==> config.mk <==
export PLATFORM = sky130hd
export DESIGN_NAME = prioritized_button_autorepeat_flat
export DESIGN_NICKNAME = d
export VERILOG_FILES = /design/src/hdl/pbar_pkg.sv /design/src/hdl/pbar_if.sv /design/src/hdl/prioritized_button_autorepeat.sv /design/src/hdl/pbar_cfg.sv /design/src/hdl/pbar_mod.sv /design/src/flat_wrapper.sv
export SDC_FILE = /design/constraint.sdc
export NUM_CORES = 1
export LEC_CHECK = 0
export BUFFER_PORTS_ARGS = -buffer_cell sky130_fd_sc_hd__buf_2
export CAP_MARGIN = 40
export CORE_UTILIZATION = 66
export DETAILED_ROUTE_END_ITERATION = 7
export PLACE_DENSITY = 0.92
export SLEW_MARGIN = 20
export SYNTH_ARGS = -nofsm -noshare
export SYNTH_HDL_FRONTEND = slang
export SYNTH_SLANG_ARGS = --single-unit
==> constraint.sdc <==
create_clock -name i_clk -period 8.2 [get_ports i_clk]
set_input_delay 1.23 -clock i_clk [delete_from_list [all_inputs] [get_ports i_clk]]
set_output_delay 1.23 -clock i_clk [all_outputs]
set_load 0.005 [all_outputs]
==> src/hdl/pbar_pkg.sv <==
// ----------------------------------------------------------------------------
// pbar_pkg: shared definitions for the prioritised button auto-repeat block
// Defaults, register map, configuration struct and the repeat window.
// ----------------------------------------------------------------------------
package pbar_pkg;

    localparam int NUM_BUTTONS_DEF = 9;
    localparam int TIME_WIDTH_DEF  = 32;

    // configuration registers are 16 bits wide on a 32-bit APB data bus
    localparam int CFG_W  = 16;
    localparam int APB_DW = 32;
    localparam int APB_AW = 3;

    localparam logic [CFG_W-1:0] DELAY_RST     = 16'd500;
    localparam logic [CFG_W-1:0] INTERVAL_RST  = 16'd100;
    localparam logic [CFG_W-1:0] REPEAT_WINDOW = 16'd20;

    // register index, taken from paddr[2]
    localparam logic REG_DELAY    = 1'b0;
    localparam logic REG_INTERVAL = 1'b1;

    typedef struct packed {
        logic [CFG_W-1:0] delay;
        logic [CFG_W-1:0] interval;
    } t_cfg;

endpackage

==> src/hdl/pbar_if.sv <==
// ----------------------------------------------------------------------------
// pbar_if: item channels of the button auto-repeat block
// Poll channel (flag, pressed vector, timestamp) and event channel.
// ----------------------------------------------------------------------------
interface pbar_in_if
    import pbar_pkg::*;
#(
    parameter int NUM_BUTTONS = NUM_BUTTONS_DEF,
    parameter int TIME_WIDTH  = TIME_WIDTH_DEF
) ();
    logic                   valid;
    logic                   ready;
    logic                   device_available;
    logic [NUM_BUTTONS-1:0] pressed_mask;
    logic [TIME_WIDTH-1:0]  now_ms;

    modport source (output valid, device_available, pressed_mask, now_ms, input ready);
    modport sink   (input valid, device_available, pressed_mask, now_ms, output ready);
endinterface

interface pbar_out_if
    import pbar_pkg::*;
#(
    parameter int NUM_BUTTONS = NUM_BUTTONS_DEF
) ();
    logic                               valid;
    logic                               ready;
    logic [$clog2(NUM_BUTTONS+1)-1:0]   event_code;

    modport source (output valid, event_code, input ready);
    modport sink   (input valid, event_code, output ready);
endinterface

==> src/hdl/prioritized_button_autorepeat.sv <==
// ----------------------------------------------------------------------------
// prioritized_button_autorepeat: typematic repeat over a prioritised scan
// Scans buttons in fixed order, one press-time memory entry per button.
// ----------------------------------------------------------------------------
//  channel | direction | handshake          | payload
//  i_in    | in        | valid / ready      | device_available, pressed_mask, now_ms
//  o_out   | out       | valid / ready      | event_code
//  APB     | in        | psel/penable/pready| repeat_delay @0x0, repeat_interval @0x4
//
//  The time spent on one poll item is set by the bit-serial remainder unit,
//  which runs once for each repeating button that the scan reaches, and by the
//  registered read of the press-time memory that comes before each button.
//  Synchronous active-low reset clears the held and repeat flags at once; no
//  clearing pass is needed. A finished event waits in the output register
//  while the next poll item is taken; the scan holds only when that register
//  is still full at the end of the following item.
// ----------------------------------------------------------------------------
module prioritized_button_autorepeat
    import pbar_pkg::*;
#(
    parameter int NUM_BUTTONS = NUM_BUTTONS_DEF,
    parameter int TIME_WIDTH  = TIME_WIDTH_DEF
) (
    input  logic              i_clk,
    input  logic              i_rst_n,
    pbar_in_if.sink           i_in,
    pbar_out_if.source        o_out,
    input  logic              psel,
    input  logic              penable,
    input  logic              pwrite,
    input  logic [APB_AW-1:0] paddr,
    input  logic [APB_DW-1:0] pwdata,
    output logic [APB_DW-1:0] prdata,
    output logic              pready
);
    localparam int BTN_W  = (NUM_BUTTONS > 1) ? $clog2(NUM_BUTTONS) : 1;
    localparam int CODE_W = $clog2(NUM_BUTTONS + 1);

    typedef enum logic [5:0] {
        S_IDLE = 6'b000001,  // wait for a poll item
        S_RD   = 6'b000010,  // memory read of the current button in flight
        S_EVAL = 6'b000100,  // release / fresh press handling
        S_CHK  = 6'b001000,  // delay check, launch the remainder
        S_DIV  = 6'b010000,  // wait for the remainder
        S_OUT  = 6'b100000   // hand the event to the output register
    } t_state;

    t_state                 r_state, n_state;
    logic [BTN_W-1:0]       r_btn, n_btn;
    logic [CODE_W-1:0]      r_code, n_code;
    logic [NUM_BUTTONS-1:0] r_mask;
    logic [TIME_WIDTH-1:0]  r_now;
    logic                   r_avail;
    logic [TIME_WIDTH-1:0]  r_held;
    logic [NUM_BUTTONS-1:0] r_held_vld;
    logic [NUM_BUTTONS-1:0] r_rep;
    logic                   r_out_valid;
    logic [CODE_W-1:0]      r_out_code;

    // press-time memory, one entry per button
    logic [TIME_WIDTH-1:0]  r_mem [NUM_BUTTONS];
    logic [TIME_WIDTH-1:0]  r_rd_data;

    t_cfg                   w_cfg;
    logic                   w_accept;
    logic                   w_we;
    logic                   w_set_vld;
    logic                   w_clr;
    logic                   w_set_rep;
    logic                   w_div_start;
    logic                   w_div_done;
    logic [CFG_W-1:0]       w_rem;
    logic [CFG_W-1:0]       w_period;
    logic [TIME_WIDTH-1:0]  w_delay;
    logic [TIME_WIDTH-1:0]  w_since;
    logic                   w_load_out;
    logic                   w_last;

    pbar_cfg u_cfg (
        .i_clk   (i_clk),
        .i_rst_n (i_rst_n),
        .psel    (psel),
        .penable (penable),
        .pwrite  (pwrite),
        .paddr   (paddr),
        .pwdata  (pwdata),
        .prdata  (prdata),
        .pready  (pready),
        .o_cfg   (w_cfg)
    );

    // a zero interval acts as one, so a repeating button fires on every poll whose scan reaches it
    assign w_period = (w_cfg.interval == '0) ? CFG_W'(1) : w_cfg.interval;
    assign w_delay  = TIME_WIDTH'(w_cfg.delay);
    assign w_since  = r_held - w_delay;

    pbar_mod #(.DW(TIME_WIDTH)) u_mod (
        .i_clk      (i_clk),
        .i_rst_n    (i_rst_n),
        .i_start    (w_div_start),
        .i_dividend (w_since),
        .i_divisor  (w_period),
        .o_done     (w_div_done),
        .o_rem      (w_rem)
    );

    assign i_in.ready       = (r_state == S_IDLE);
    assign w_accept         = i_in.valid && (r_state == S_IDLE);
    assign o_out.valid      = r_out_valid;
    assign o_out.event_code = r_out_code;
    assign w_last           = (r_btn == BTN_W'(NUM_BUTTONS - 1));

    // scan sequencer
    always_comb begin
        n_state     = r_state;
        n_btn       = r_btn;
        n_code      = r_code;
        w_we        = 1'b0;
        w_set_vld   = 1'b0;
        w_clr       = 1'b0;
        w_set_rep   = 1'b0;
        w_div_start = 1'b0;
        w_load_out  = 1'b0;
        case (r_state)
            S_IDLE: begin
                if (i_in.valid) begin
                    n_btn   = '0;
                    n_code  = '0;
                    // unavailable device: no event, no update
                    n_state = i_in.device_available ? S_RD : S_OUT;
                end
            end
            S_RD: begin
                n_state = S_EVAL;
            end
            S_EVAL: begin
                if (!r_mask[r_btn]) begin
                    // released: drop hold and repeat, move on
                    w_clr = 1'b1;
                    if (w_last) begin
                        n_state = S_OUT;
                    end else begin
                        n_btn   = r_btn + BTN_W'(1);
                        n_state = S_RD;
                    end
                end else if (!r_held_vld[r_btn]) begin
                    // fresh press: record time and fire
                    w_we      = 1'b1;
                    w_set_vld = 1'b1;
                    n_code    = CODE_W'(r_btn) + CODE_W'(1);
                    n_state   = S_OUT;
                end else begin
                    n_state = S_CHK;
                end
            end
            S_CHK: begin
                if (!r_rep[r_btn] && (r_held >= w_delay)) begin
                    w_set_rep = 1'b1;
                    n_code    = CODE_W'(r_btn) + CODE_W'(1);
                    n_state   = S_OUT;
                end else if (r_rep[r_btn]) begin
                    w_div_start = 1'b1;
                    n_state     = S_DIV;
                end else if (w_last) begin
                    n_state = S_OUT;
                end else begin
                    n_btn   = r_btn + BTN_W'(1);
                    n_state = S_RD;
                end
            end
            S_DIV: begin
                if (w_div_done) begin
                    if (w_rem < REPEAT_WINDOW) begin
                        n_code  = CODE_W'(r_btn) + CODE_W'(1);
                        n_state = S_OUT;
                    end else if (w_last) begin
                        n_state = S_OUT;
                    end else begin
                        n_btn   = r_btn + BTN_W'(1);
                        n_state = S_RD;
                    end
                end
            end
            S_OUT: begin
                // hold until the output register is free
                if (!r_out_valid || o_out.ready) begin
                    w_load_out = 1'b1;
                    n_state    = S_IDLE;
                end
            end
            default: begin
                n_state = S_IDLE;
            end
        endcase
    end

    always_ff @(posedge i_clk) begin
        if (!i_rst_n) begin
            r_state     <= S_IDLE;
            r_held_vld  <= '0;
            r_rep       <= '0;
            r_out_valid <= 1'b0;
        end else begin
            r_state <= n_state;
            if (w_clr) begin
                r_held_vld[r_btn] <= 1'b0;
                r_rep[r_btn]      <= 1'b0;
            end
            if (w_set_vld) begin
                r_held_vld[r_btn] <= 1'b1;
            end
            if (w_set_rep) begin
                r_rep[r_btn] <= 1'b1;
            end
            if (w_load_out) begin
                r_out_valid <= 1'b1;
            end else if (o_out.ready) begin
                r_out_valid <= 1'b0;
            end
        end
    end

    always_ff @(posedge i_clk) begin
        r_btn  <= n_btn;
        r_code <= n_code;
        // held time, modulo 2^TIME_WIDTH
        r_held <= r_now - r_rd_data;
        if (w_accept) begin
            r_mask  <= i_in.pressed_mask;
            r_now   <= i_in.now_ms;
            r_avail <= i_in.device_available;
        end
        if (w_load_out) begin
            r_out_code <= r_code;
        end
    end

    // press-time memory: one write port, one registered read port
    always_ff @(posedge i_clk) begin
        if (w_we) begin
            r_mem[r_btn] <= r_now;
        end
        r_rd_data <= r_mem[r_btn];
    end

    // repeat mode only ever exists on a recorded press
    a_rep_needs_hold: assert property (@(posedge i_clk) disable iff (!i_rst_n)
        (r_rep & ~r_held_vld) == '0)
        else $error("repeat flag set on a button with no recorded press");

    // an unavailable device always yields the empty event
    a_unavail_none: assert property (@(posedge i_clk) disable iff (!i_rst_n)
        (w_load_out && !r_avail) |-> (r_code == '0))
        else $error("event raised for an unavailable device");

    // a released button loses its hold state
    a_release_clears: assert property (@(posedge i_clk) disable iff (!i_rst_n)
        (r_state == S_EVAL && !r_mask[r_btn]) |=> !r_held_vld[$past(r_btn)])
        else $error("released button still marked as held");

    // the remainder unit only reports while the sequencer waits for it
    a_div_done_in_wait: assert property (@(posedge i_clk) disable iff (!i_rst_n)
        w_div_done |-> (r_state == S_DIV))
        else $error("remainder finished outside its wait state");

    // event codes stay within the button range
    a_code_range: assert property (@(posedge i_clk) disable iff (!i_rst_n)
        r_out_valid |-> (r_out_code <= CODE_W'(NUM_BUTTONS)))
        else $error("event code beyond the last button");
endmodule

==> src/hdl/pbar_cfg.sv <==
// ----------------------------------------------------------------------------
// pbar_cfg: APB register file
// Holds repeat delay and repeat interval; zero-wait writes and reads.
// ----------------------------------------------------------------------------
module pbar_cfg
    import pbar_pkg::*;
(
    input  logic              i_clk,
    input  logic              i_rst_n,
    input  logic              psel,
    input  logic              penable,
    input  logic              pwrite,
    input  logic [APB_AW-1:0] paddr,
    input  logic [APB_DW-1:0] pwdata,
    output logic [APB_DW-1:0] prdata,
    output logic              pready,
    output t_cfg              o_cfg
);
    t_cfg r_cfg;
    logic w_wr;

    assign pready = 1'b1;
    assign w_wr   = psel && penable && pwrite;
    assign o_cfg  = r_cfg;

    always_ff @(posedge i_clk) begin
        if (!i_rst_n) begin
            r_cfg.delay    <= DELAY_RST;
            r_cfg.interval <= INTERVAL_RST;
        end else if (w_wr) begin
            case (paddr[2])
                REG_DELAY:    r_cfg.delay    <= pwdata[CFG_W-1:0];
                REG_INTERVAL: r_cfg.interval <= pwdata[CFG_W-1:0];
                default:      r_cfg.delay    <= r_cfg.delay;
            endcase
        end
    end

    always_comb begin
        case (paddr[2])
            REG_DELAY:    prdata = APB_DW'(r_cfg.delay);
            REG_INTERVAL: prdata = APB_DW'(r_cfg.interval);
            default:      prdata = '0;
        endcase
    end
endmodule

==> src/hdl/pbar_mod.sv <==
// ----------------------------------------------------------------------------
// pbar_mod: iterative remainder unit
// Restoring division, one dividend bit per cycle; yields the remainder only.
// ----------------------------------------------------------------------------
module pbar_mod
    import pbar_pkg::*;
#(
    parameter int DW = TIME_WIDTH_DEF
) (
    input  logic             i_clk,
    input  logic             i_rst_n,
    input  logic             i_start,
    input  logic [DW-1:0]    i_dividend,
    input  logic [CFG_W-1:0] i_divisor,
    output logic             o_done,
    output logic [CFG_W-1:0] o_rem
);
    localparam int CNT_W = $clog2(DW + 1);

    logic [DW-1:0]    r_dvd;
    logic [CFG_W-1:0] r_rem;
    logic [CFG_W-1:0] r_div;
    logic [CNT_W-1:0] r_cnt;
    logic             r_busy;
    logic             r_done;
    logic [CFG_W:0]   w_trial;
    logic [CFG_W:0]   w_diff;

    assign w_trial = {r_rem, r_dvd[DW-1]};
    assign w_diff  = w_trial - {1'b0, r_div};

    always_ff @(posedge i_clk) begin
        if (!i_rst_n) begin
            r_busy <= 1'b0;
            r_done <= 1'b0;
        end else begin
            r_done <= r_busy && (r_cnt == CNT_W'(1));
            if (i_start) begin
                r_busy <= 1'b1;
            end else if (r_busy && (r_cnt == CNT_W'(1))) begin
                r_busy <= 1'b0;
            end
        end
    end

    always_ff @(posedge i_clk) begin
        if (i_start) begin
            r_dvd <= i_dividend;
            r_div <= i_divisor;
            r_rem <= '0;
            r_cnt <= CNT_W'(DW);
        end else if (r_busy) begin
            // keep the difference when the trial value covers the divisor
            r_rem <= w_diff[CFG_W] ? w_trial[CFG_W-1:0] : w_diff[CFG_W-1:0];
            r_dvd <= {r_dvd[DW-2:0], 1'b0};
            r_cnt <= r_cnt - CNT_W'(1);
        end
    end

    assign o_done = r_done;
    assign o_rem  = r_rem;
endmodule

==> src/flat_wrapper.sv <==
// flat-port wrapper written by rule: the top's interface ports become plain ports
module prioritized_button_autorepeat_flat import pbar_pkg::*;
#(
    parameter int NUM_BUTTONS = NUM_BUTTONS_DEF,
    parameter int TIME_WIDTH  = TIME_WIDTH_DEF
)
  (i_clk, i_rst_n, psel, penable, pwrite, paddr, pwdata, prdata, pready, i_in_valid, i_in_device_available, i_in_pressed_mask, i_in_now_ms, i_in_ready, o_out_valid, o_out_event_code, o_out_ready);
  pbar_in_if #(.NUM_BUTTONS(NUM_BUTTONS), .TIME_WIDTH(TIME_WIDTH)) i_in_i ();
  pbar_out_if #(.NUM_BUTTONS(NUM_BUTTONS)) o_out_i ();
  input  logic i_clk;
  input  logic i_rst_n;
  input  logic psel;
  input  logic penable;
  input  logic pwrite;
  input  logic [APB_AW-1:0] paddr;
  input  logic [APB_DW-1:0] pwdata;
  output logic [APB_DW-1:0] prdata;
  output logic pready;
  input wire logic [$bits(i_in_i.valid)-1:0] i_in_valid;
  input wire logic [$bits(i_in_i.device_available)-1:0] i_in_device_available;
  input wire logic [$bits(i_in_i.pressed_mask)-1:0] i_in_pressed_mask;
  input wire logic [$bits(i_in_i.now_ms)-1:0] i_in_now_ms;
  output wire logic [$bits(i_in_i.ready)-1:0] i_in_ready;
  output wire logic [$bits(o_out_i.valid)-1:0] o_out_valid;
  output wire logic [$bits(o_out_i.event_code)-1:0] o_out_event_code;
  input wire logic [$bits(o_out_i.ready)-1:0] o_out_ready;
  assign i_in_i.valid = i_in_valid;
  assign i_in_i.device_available = i_in_device_available;
  assign i_in_i.pressed_mask = i_in_pressed_mask;
  assign i_in_i.now_ms = i_in_now_ms;
  assign i_in_ready = i_in_i.ready;
  assign o_out_valid = o_out_i.valid;
  assign o_out_event_code = o_out_i.event_code;
  assign o_out_i.ready = o_out_ready;
  prioritized_button_autorepeat #(.NUM_BUTTONS(NUM_BUTTONS), .TIME_WIDTH(TIME_WIDTH)) u_core (.i_clk(i_clk), .i_rst_n(i_rst_n), .i_in(i_in_i), .o_out(o_out_i), .psel(psel), .penable(penable), .pwrite(pwrite), .paddr(paddr), .pwdata(pwdata), .prdata(prdata), .pready(pready));
endmodule
== After elaboration in Yosys (flattened, before gate mapping) ==
Memories as Yosys holds them, arrays and structs flattened. A register that Yosys moved wholly into a read port is not among the register bits.
Cells that the tools add are included.
Word-level totals
  flip-flop bits (word level): 214
  bits in writable memories: 288
  output and inout port bits: 39
  logic and storage cells: 133
  memories kept: 1
Memory list
  u_core.r_mem: depth 9, width 32, read ports 1, clocked after Yosys merged registers in 1, write ports 1, line prioritized_button_autorepeat.sv:61  | logic [TIME_WIDTH-1:0] r_mem [NUM_BUTTONS];
Operators by class
  add/subtract/negate cells: 5
  $lt $le $gt $ge: 4
  equality and inequality tests: 19
  multiplexer cells: 61
  bitwise operators: 6
  reductions and logical operators: 19
Operator list (number)
  32-bit two-way mux: 2
  32-bit one-hot mux with 2 select lines: 1
  6-bit two-way mux: 10
  9-bit two-way mux: 6
  4-bit two-way mux: 12
  6-bit one-hot mux with 6 select lines: 1
  32-bit by 16-bit >= comparator with 1-bit output: 1
  4-bit one-hot mux with 4 select lines: 2
  32-bit by 16-bit subtractor with 32-bit output: 1
  32-bit subtractor: 1
  1-bit two-way mux: 22
  9-bit AND: 2
  9-bit bitwise OR: 2
  17-bit by 16-bit subtractor with 17-bit output: 1
  16-bit logical NOT: 1
  16-bit by 5-bit less-than comparator with 1-bit output, second input constant: 1
  16-bit two-way mux: 1
  2-bit inequality test, second input constant: 7
  7-bit AND reduction: 2
  1-bit binary-select mux with 4-bit select: 3
  6-bit by 1-bit == test with 1-bit output, second input constant: 2
  9-bit inverter: 1
  2-bit by 1-bit inequality test with 1-bit output, second input constant: 4
  6-bit by 2-bit == test with 1-bit output, second input constant: 1
  other kinds (18): 27

== Logic depth before layout (Yosys ltp) ==
Gate-level depths: netlist (run 1).
  depth in word-level cells: 10
  mapped depth: 13
  depth with buffers taken out: 11

== Hierarchy ==
Synthesis (run 1) repeated with hierarchy kept, for this count alone.
Second synthesis, totals
  cells, all modules: 1715
  area total of the unflattened synthesis: 23637.7 µm²
Modules (own cells, without submodules)
  prioritized_button_autorepeat: times used 1, cells each 1235, area an instance 18277.5 µm², sequential area each 12021.5 µm²
  pbar_mod: times used 1, cells each 317, area an instance 3746.1 µm², sequential area each 1921.8 µm²
  pbar_cfg: times used 1, cells each 163, area an instance 1614.0 µm², sequential area each 640.6 µm²

== Least setup slack after synthesis (run 1) ==
No wires, ideal clock.
  path kind: reg-to-reg
  start: register u_core.r_btn[2]
  end: memory u_core.r_mem[8][0] (netlist name) (enable)
  data arrival time: 4626 ps
  required time: 7696 ps
  path slack: 3069 ps
  stages on the path, launching flop included: 9
  path buffers: 2
  cell sequence: edfxtp_1 -> buf_2 -> nor2b_1 -> buf_4 -> nand2_1 -> a21oi_1 -> o21ai_0 -> or2_1 -> nor4_1
On the way
  word-level cells in the longest chain between the ends: 7
RTL lines
  start, declared: line prioritized_button_autorepeat.sv:49  | logic [BTN_W-1:0] r_btn, n_btn;
  start signal, assigned: line prioritized_button_autorepeat.sv:224  | r_btn <= n_btn;
  1-bit binary-select mux with 4-bit select: line prioritized_button_autorepeat.sv:146  | end else if (!r_held_vld[r_btn]) begin
  1-bit two-way mux (not written as such): line prioritized_button_autorepeat.sv:146
  1-bit two-way mux: line prioritized_button_autorepeat.sv:146
  1-bit two-way mux: line prioritized_button_autorepeat.sv:137  | if (!r_mask[r_btn]) begin
  1-bit two-way mux: line prioritized_button_autorepeat.sv:124  | case (r_state)
  1-bit two-way mux: line prioritized_button_autorepeat.sv:240  | if (w_we) begin
  1-bit two-way mux (not written as such): line prioritized_button_autorepeat.sv:241  | r_mem[r_btn] <= r_now;
  end, declared: line prioritized_button_autorepeat.sv:61
Several ways; a longest one is shown, not always the timed one. The select of a mux whose other input is x is not followed.

== Final worst setup path (run 1) ==
  start: register u_core.r_btn[2]
  end: register u_core.r_code[3] (enable)
On the way
  word-level cells in the longest chain between the ends: 6
RTL lines
  1-bit binary-select mux with 4-bit select: line prioritized_button_autorepeat.sv:157  | if (!r_rep[r_btn] && (r_held >= w_delay)) begin
  1-bit two-way mux (not written as such): line prioritized_button_autorepeat.sv:157
  1-bit logical NOT: line prioritized_button_autorepeat.sv:157
  1-bit logical AND: line prioritized_button_autorepeat.sv:157
  2-bit by 1-bit inequality test with 1-bit output (no source line)
  7-bit AND reduction (no source line) *
  end signal, assigned: line prioritized_button_autorepeat.sv:225  | r_code <= n_code;
  end, declared: line prioritized_button_autorepeat.sv:50  | logic [CODE_W-1:0] r_code, n_code;
Mark *: on every way between the ends. The rest lies on a longest branch, timed or not. The select of a mux whose other input is x is not followed.
A chain may end at the register's enable or synchronous reset.

==> results of run 1 <==
==> metal layers <==
metal | GRT usage (%) | vias to the layer above
met4 | 18.08 | 0
met2 | 51.82 | 1114
met3 | 6.191 | 270
met1 | 38.16 | 7452
li1 | - | 6604
met5 | 0 | -
==> cells in the mapped netlist, types with 3 or more instances <==
| library cell | count |
|---|---|
| o21ai_0 | 114 |
| a21o_1 | 21 |
| a211oi_1 | 9 |
| mux4_2 | 65 |
| nor4_1 | 11 |
| nor3b_1 | 3 |
| nand2b_1 | 16 |
| a32oi_1 | 16 |
| nand4_1 | 11 |
| o21ai_1 | 15 |
| nor2_1 | 89 |
| nand2_1 | 183 |
| nor3_1 | 13 |
| clkbuf_1 | 64 |
| o211a_1 | 3 |
| fa_1 | 3 |
| mux2_2 | 6 |
| nand3b_1 | 8 |
| and3_1 | 15 |
| nand3_1 | 28 |
| ha_1 | 69 |
| o211ai_1 | 17 |
| edfxtp_1 | 389 |
| inv_1 | 85 |
| o21a_1 | 10 |
| buf_2 | 13 |
| buf_4 | 20 |
| xnor2_1 | 44 |
| o21bai_1 | 9 |
| dfxtp_1 | 145 |
| a31oi_1 | 7 |
| mux2i_1 | 50 |
| xor2_1 | 31 |
| o31ai_1 | 3 |
| nor2b_1 | 21 |
| buf_1 | 6 |
| and2_1 | 3 |
| o31a_1 | 5 |
| a21oi_1 | 85 |
| o22ai_1 | 3 |
| or3_4 | 3 |
| a41oi_1 | 3 |
==> through the flow <==
stage / hold slack (ps) / cell area (µm²) / power [µW] / setup slack [ps] / utilization [%]
after CTS: 420.5 / 25630 / 6308 / 4112 / 74.21
final: 420.2 / 25670 / 6330 / 4079 / 74.31
after global routing: 425.7 / 25670 / 6498 / 3859 / 74.31
after floorplan: 400.3 / 23180 / 3694 / 3069 / -
after global placement: 405.6 / 23860 / 3839 / 4235 / 69.07
after detailed placement: 408.0 / 23920 / 3909 / 4140 / 69.26
==> worst reg2reg max path: cells and delay by family (launching register included) <==
kind	cells	cell delay, ps
buffers and inverters	3	1500
AND/OR/NAND/NOR	4	1430
AO/OA/AOI/OAI	2	460
flip-flops	1	360
==> worst max path at each step <==
stage / from / end / slack [ps] / cells after the start
CTS: u_core.r_btn[2]$_SDFFCE_PN0P_ / u_core.r_code[3]$_SDFFCE_PN0P_ / 4110 / 9
global placement: u_core.r_btn[2]$_SDFFCE_PN0P_ / u_core.u_mod.r_dvd[4]$_DFFE_PP_ / 4240 / 8
global route: u_core.r_btn[2]$_SDFFCE_PN0P_ / u_core.r_code[3]$_SDFFCE_PN0P_ / 3860 / 9
detailed placement: u_core.r_btn[2]$_SDFFCE_PN0P_ / u_core.r_code[3]$_SDFFCE_PN0P_ / 4140 / 9
finish: u_core.r_btn[2]$_SDFFCE_PN0P_ / u_core.r_code[3]$_SDFFCE_PN0P_ / 4080 / 9
floorplan: u_core.r_btn[2]$_SDFFCE_PN0P_ / u_core.r_mem[8][0]$_DFFE_PP_ / 3070 / 8
==> area by class of cell <==
| type | instances | area share [%] |
|---|---|---|
| inverter | 87 | 1.272 |
| multi-input combinational | 1047 | 30.37 |
| timing repair buffer | 113 | 2.661 |
| sequential | 534 | 56.81 |
| tap | 455 | 2.218 |
| clock inverter | 28 | 1.292 |
| clock buffer | 65 | 5.376 |
==> flip-flops by register name, indices dropped and copies added, names as in the netlist, named ones only <==
register,flops
u_core.u_mod.o_rem,16
u_core.r_now,32
u_core.u_mod.r_cnt,6
u_core.u_mod.o_done,1
u_core.r_mask,9
u_core.r_held_vld,8
u_core.r_rep,8
u_core.r_state,6
u_core.u_mod.r_dvd,32
u_core.r_mem,288
u_core.r_btn,4
u_core.r_code,4
u_core.r_rd_data,32
u_core.o_out.valid,1
u_core.r_held,32
u_core.u_mod.r_div,16
u_core.u_mod.r_busy,1
u_core.o_out.event_code,4
u_core.u_cfg.o_cfg,32
==> logic make-up (layout without fill, tap and decap cells) <==
| kind of cell | Yosys count | in the layout | synth area share, % |
|---|---|---|---|
| compound gates | 340 | 340 | 9.139 |
| xor+xnor | 75 | 75 | 2.841 |
| fa+ha+maj | 72 | 72 | 3.993 |
| buf+inv | 191 | 293 | 3.528 |
| flops | 534 | 534 | 63.07 |
| mux | 122 | 122 | 8.836 |
| other cells | 2 | 17 | 0.03248 |
| simple gates | 421 | 421 | 8.565 |
==> report_power, final <==
part | switching [µW] | internal (µW)
Clock | 1020 | 1380
Sequential | 99.0 | 3010
Combinational | 500 | 324
Total | 1610 | 4720
==> metrics.md, run 1 <==
| Metric | Value |
|---|---|
| Status | complete, no violations |
| Crit path top cell by count | buf_4 |
| Syn-to-layout area delta | 11.01% |
| Worst-path fanout max | 75 |
| Total number of vias | 15440 |
| Reg2reg setup slack | between 4000 and 5000 ps |
| Post-CTS resize count | 0 |
| Starting Density | about 67% |
| # rows | approximately 70 |
| Filler cell count in the final layout | 1895 |
| Fin. Hold Viols | 0 |
| Clk pin slew, worst setup/hold paths | 60 ps |
| Die H | 189.2 µm |
| Cell Area, Synth | 23120 µm² |
| Ratio of cells with drive above 1 in the final layout | 14.99% |
| TritonCTS clock tree | built |
| Mean post-synth cell area | 13.16 µm² |
| Power Density | 246.6 nW/µm² |
| Max clock buf depth | 3 |
| Ys Warns | 0 |
| Leading post-synthesis cells by cell area | edfxtp_1 (51%), dfxtp_1 (13%), mux4_2 (6.3%) |
| Max-cap violations | 0 |
| Sequential cell area | 14580 µm² |
| Final critical-path required period | 4121 ps |
| Endpoints failing setup | 0 |
| Met3 Routed Length | 5.295 mm |
| Post-synth EDFFs | 389 |
| Nets | 1989 |
| Post-synthesis sequential element count | 534 |
| Asr flop ratio synth | 0% |
| Placed Instances | 2234 |
| Post-synth top area share | 50.51% |
| Area of the multi-input gates | 7795 µm² |
| Crit Reg-Reg Endpoint | u_core.r_code[3]$_SDFFCE_PN0P_ |
| Overflow after GRT | 0 |
| Largest net degree at the start of global routing | 76 |
| I/O Buffers | a little under 90 |
| Number of global-route vias before repair | 15650 |
| CP startpoint kind | flip-flop |
| Routed len/inst | 23.68 µm |
| Total clock sinks | 534 |
| Worst vdd ir | 0.0002104 V |
| Global placement routability congestion | 0.9010 |
| Leakage power | 0.009465 µW |
| Slew @ Worst Pin | between 800 and 900 ps |
| DR top layer | met4 |
| Clk_lat worst skew | about 600 ps |
| Commonest non-fill, non-tap cell in the layout | edfxtp_1 |
| Via density | roughly 6.6 |
| Layout Cells excl Fill | 2329 |
| CP endpoint kind | flip-flop |
| Crit-path slowest cell | buf_4 |
| Unrepaired setup endpoints after global routing | no |
| Total track usage | 31.17% |
| Synth Flop Type | edfxtp_1 |
| DRT met1 WL | between 15 and 20 mm |
| Worst Hold Path Cells | 0 |
| CP arrival | 4350 ps |
| Number of H-tree levels | 2 |
| Cts hold-fix bufs | 0 |
| Antenna Nets Post-Route | 0 |
| Reg2Reg Depth | 9 |
| Worst path required time | between 8000 and 9000 ps |
| Worst Path Buf+Inv | 3 |
| Hold_sp | u_core.r_code[0]$_SDFFCE_PN0P_ |
| Max-slew headroom | 40.64% |
| Peak Freq | roughly 240 MHz |
| DR DRC count | 0 |
| Class of the worst hold path | flip-flop to flip-flop |
| Io pins | 123 |
| Synth area leader | edfxtp_1 |
| Die ar. | 35790 µm² |
| Synth cell types | 77 |
| TritonCTS Buffers | 50 |
| Clock root buffer | clkbuf_16 |
| Skew final | 19.11 ps |
| DRT iter0 DRCs | 1663 |
| Core Region | 34540 µm² |
| Die W | 189.2 µm |
| Largest stage delay on the critical path | 690 ps |
| Max Slew Vio Count | 0 |
| Worst hold endpoint | u_core.o_out.event_code[0]$_DFFE_PP_ |
| R2R Path Start | u_core.r_btn[2]$_SDFFCE_PN0P_ |
| Period utilization | 50.25% |
| Crit path max-delay family | buffers and inverters |
| Gate Count Post-Synth | 1757 |
| WL met2 | 27.15 mm |
| Drt total wl | around 55 mm |
| Diode count | 0 |
| Post-CTS setup buffers | 0 |
| Most frequent cells in the layout | edfxtp_1 (389), nand2_1 (183), dfxtp_1 (145) |
| First-pass GRT wire length | 84.86 mm |
| Initial antenna violation count | 0 |
| Post-DP HPWL | 32.66 mm |
| Setup TNS | 0 ps |
| Crit Path Class | flip-flop to flip-flop |
| First-pass DRT Iterations | 5 |
| Post-synthesis sequential area ratio | 63.07% |
| Cell breakdown of the critical path | buf_4 > nor2_1 > buf_4 > a221o_1 > o21ai_0 > or2_2 > buf_4 > nand2_1 > nor4_1 |
(Power assumes the default switching activity.)
==> inputs of run 2 (changes only) <==
--- a/config.mk
+++ b/config.mk
@@ -7,9 +7,9 @@
 export LEC_CHECK = 0
 export BUFFER_PORTS_ARGS = -buffer_cell sky130_fd_sc_hd__buf_2
 export CAP_MARGIN = 40
-export CORE_UTILIZATION = 66
+export CORE_UTILIZATION = 61
 export DETAILED_ROUTE_END_ITERATION = 7
-export PLACE_DENSITY = 0.92
+export PLACE_DENSITY = 0.87
 export SLEW_MARGIN = 20
 export SYNTH_ARGS = -nofsm -noshare
 export SYNTH_HDL_FRONTEND = slang
==> constraint.sdc (replaced) <==
create_clock -name i_clk -period 4 [get_ports i_clk]
set_input_delay 0.6 -clock i_clk [delete_from_list [all_inputs] [get_ports i_clk]]
set_output_delay 0.6 -clock i_clk [all_outputs]
set_load 0.005 [all_outputs]
==> metrics.md, run 2 (same netlist as run 1, synthesis figures left out) <==
| Metric | Value |
|---|---|
| Status | complete, no violations (unchanged) |
| DR DRC count | 0 (unchanged) |
| Max-slew headroom | 44.65% (was 40.64%) |
| Clk_lat worst skew | 620 ps (was 600 ps) |
| Clock root buffer | clkbuf_16 (unchanged) |
| CP startpoint kind | flip-flop (unchanged) |
| I/O Buffers | 87 (unchanged) |
| Cell breakdown of the critical path | nor2b_1 > nand2_1 > a21oi_1 > o21ai_0 > or2_1 > nor2_2 > and3_1 > buf_4 (was buf_4 > nor2_1 > buf_4 > a221o_1 > o21ai_0 > or2_2 > buf_4 > nand2_1 > nor4_1) |
| Total track usage | 27.27% (was 31.17%) |
| Starting Density | 62.57% (was 66.94%) |
| Number of H-tree levels | 2 (unchanged) |
| Cts hold-fix bufs | 0 (unchanged) |
| Max clock buf depth | 3 (unchanged) |
| Overflow after GRT | 0 (unchanged) |
| Max Slew Vio Count | 0 (unchanged) |
| Final critical-path required period | 3396 ps (was 4121 ps) |
| Worst path required time | 4220 ps (was 8430 ps) |
| Post-CTS resize count | 0 (unchanged) |
| Setup TNS | 0 ps (unchanged) |
| Total number of vias | 14800 (was 15440) |
| Post-CTS setup buffers | 0 (unchanged) |
| Io pins | 123 (unchanged) |
| Diode count | 0 (unchanged) |
| First-pass DRT Iterations | 6 (was 5) |
| Commonest non-fill, non-tap cell in the layout | edfxtp_1 (unchanged) |
| Ratio of cells with drive above 1 in the final layout | 15.49% (was 14.99%) |
| First-pass GRT wire length | 80.30 mm (was 84.86 mm) |
| Layout Cells excl Fill | 2389 (was 2329) |
| Number of global-route vias before repair | 14820 (was 15650) |
| Largest stage delay on the critical path | 650 ps (was 690 ps) |
| Clk pin slew, worst setup/hold paths | 60 ps (about the same) |
| Global placement routability congestion | 0.9182 (was 0.9010) |
| Power Density | 504.4 nW/µm² (was 246.6 nW/µm²) |
| TritonCTS Buffers | 53 (was 50) |
| Worst vdd ir | 0.0004559 V (was 0.0002104 V) |
| CP endpoint kind | flip-flop (unchanged) |
| Drt total wl | 51.78 mm (was 55.15 mm) |
| Worst Path Buf+Inv | 1 (was 3) |
| Syn-to-layout area delta | 11.81% (was 11.01%) |
| Fin. Hold Viols | 0 (unchanged) |
| Unrepaired setup endpoints after global routing | no (unchanged) |
| Class of the worst hold path | input pin to flip-flop (was flip-flop to flip-flop) |
| Core Region | 36960 µm² (was 34540 µm²) |
| Slew @ Worst Pin | 828.5 ps (was 890.3 ps) |
| Most frequent cells in the layout | edfxtp_1 (389), nand2_1 (183), dfxtp_1 (145) (unchanged) |
| DRT iter0 DRCs | 1370 (was 1663) |
| Biggest register | u_core.r_mem (unchanged) |
| Endpoints failing setup | 0 (unchanged) |
| Die H | 196.7 µm (was 189.2 µm) |
| Largest net degree at the start of global routing | 66 (was 76) |
| Total clock sinks | 534 (unchanged) |
| Leakage power | 0.009547 µW (was 0.009465 µW) |
| Period utilization | 84.89% (was 50.25%) |
| Pre-CTS WS | 670.1 ps (was 4140 ps) |
| Antenna Nets Post-Route | 0 (unchanged) |
| Nets | 1996 (was 1989) |
| Max reg flops | 288 (unchanged) |
| Crit-path slowest cell | edfxtp_1 (was buf_4) |
| Via density | 6.196 (was 6.629) |
| Max-cap violations | 0 (unchanged) |
| Initial antenna violation count | 0 (unchanged) |
| Skew final | 35.13 ps (was 19.11 ps) |
| CP arrival | 3620 ps (was 4350 ps) |
| Die ar. | 38690 µm² (was 35790 µm²) |
| # rows | 70 (was 68) |
| Filler cell count in the final layout | 2369 (was 1895) |
| Crit path max-delay family | simple AND/OR/NAND/NOR gates (was buffers and inverters) |
| Post-DP HPWL | 32.01 mm (was 32.66 mm) |
| Routed len/inst | 21.68 µm (was 23.68 µm) |
| Worst-path fanout max | 32 (was 75) |
| Crit Path Class | flip-flop to flip-flop (unchanged) |
| Placed Instances | 2289 (was 2234) |
| Final setup margin | 604.3 ps (was 4079 ps) |
| Die W | 196.7 µm (was 189.2 µm) |
| Peak Freq | 294.5 MHz (was 242.7 MHz) |
| TritonCTS clock tree | built (unchanged) |
-- run 2: cell count changes in the layout (fill, tap and decap cells not counted), sizes merged --
| cell | change |
|---|---|
| inv | +4 |
| buf | +4 |
| clkinv | -1 |
| clkbuf | +11 |
| bufinv | -2 |
| clkinvlp | -5 |
-- run 2: final timing paths --
| check | from | endpoint | slack (ps) | cells after the start |
|---|---|---|---|---|
| setup / recovery | u_core.r_btn[2]$_SDFFCE_PN0P_ | u_core.r_mem[1][30]$_DFFE_PP_ | 600 | 8 |
| hold / removal | i_in_now_ms[16] | u_core.r_now[16]$_DFFE_PP_ | 150 | 1 |
| setup reg to reg | u_core.r_btn[2]$_SDFFCE_PN0P_ | u_core.r_mem[1][30]$_DFFE_PP_ | 600 | 8 |
| hold reg to reg | u_core.r_code[2]$_SDFFCE_PN0P_ | u_core.o_out.event_code[2]$_DFFE_PP_ | 420 | 0 |
-- run 2: metal layers --
layer,wire (µm),track usage (%)
met1,19960,33.88
met2,25740,46.43
met3,3727,4.295
met4,2356,14.21
met5,0,0
-- run 2: per-stage QoR --
step / utilization, % / cell area (µm²) / hold slack (ps) / total power [µW]
final: 69.95 / 25850 / 153.1 / 13040
after global routing: 69.95 / 25850 / 141.5 / 13440
after CTS: 69.95 / 25850 / 131.3 / 13050
after detailed placement: 65.05 / 24040 / 406.3 / 7997
after global placement: 64.98 / 24020 / 407.8 / 7907
after floorplan: - / 23190 / 400.3 / 7572
-- run 2: final cells by class --
cell class,instances,area (µm²),share of cell area (%)
Timing Repair Buffer,117,698.2,2.700
Tap cell,504,630.6,2.439
Clock buffer,76,1528,5.909
Multi-Input combinational cell,1047,7804,30.18
Clock inverter,24,284.0,1.099
Inverter,87,326.6,1.263
Sequential cell,534,14580,56.41
-- run 2: worst reg2reg max path: stages (launching register included) --
cell      delay (ps)
edfxtp_1         650
nor2b_1          450
nand2_1          100
a21oi_1          160
o21ai_0          140
or2_1            310
nor2_2           410
and3_1           240
buf_4            530
-- run 2: power by group --
group	internal (µW)	switching (µW)	leakage, µW
combinational	655	920	0.00391
sequential	6160	211	0.00474
clock	2950	2140	0.000892
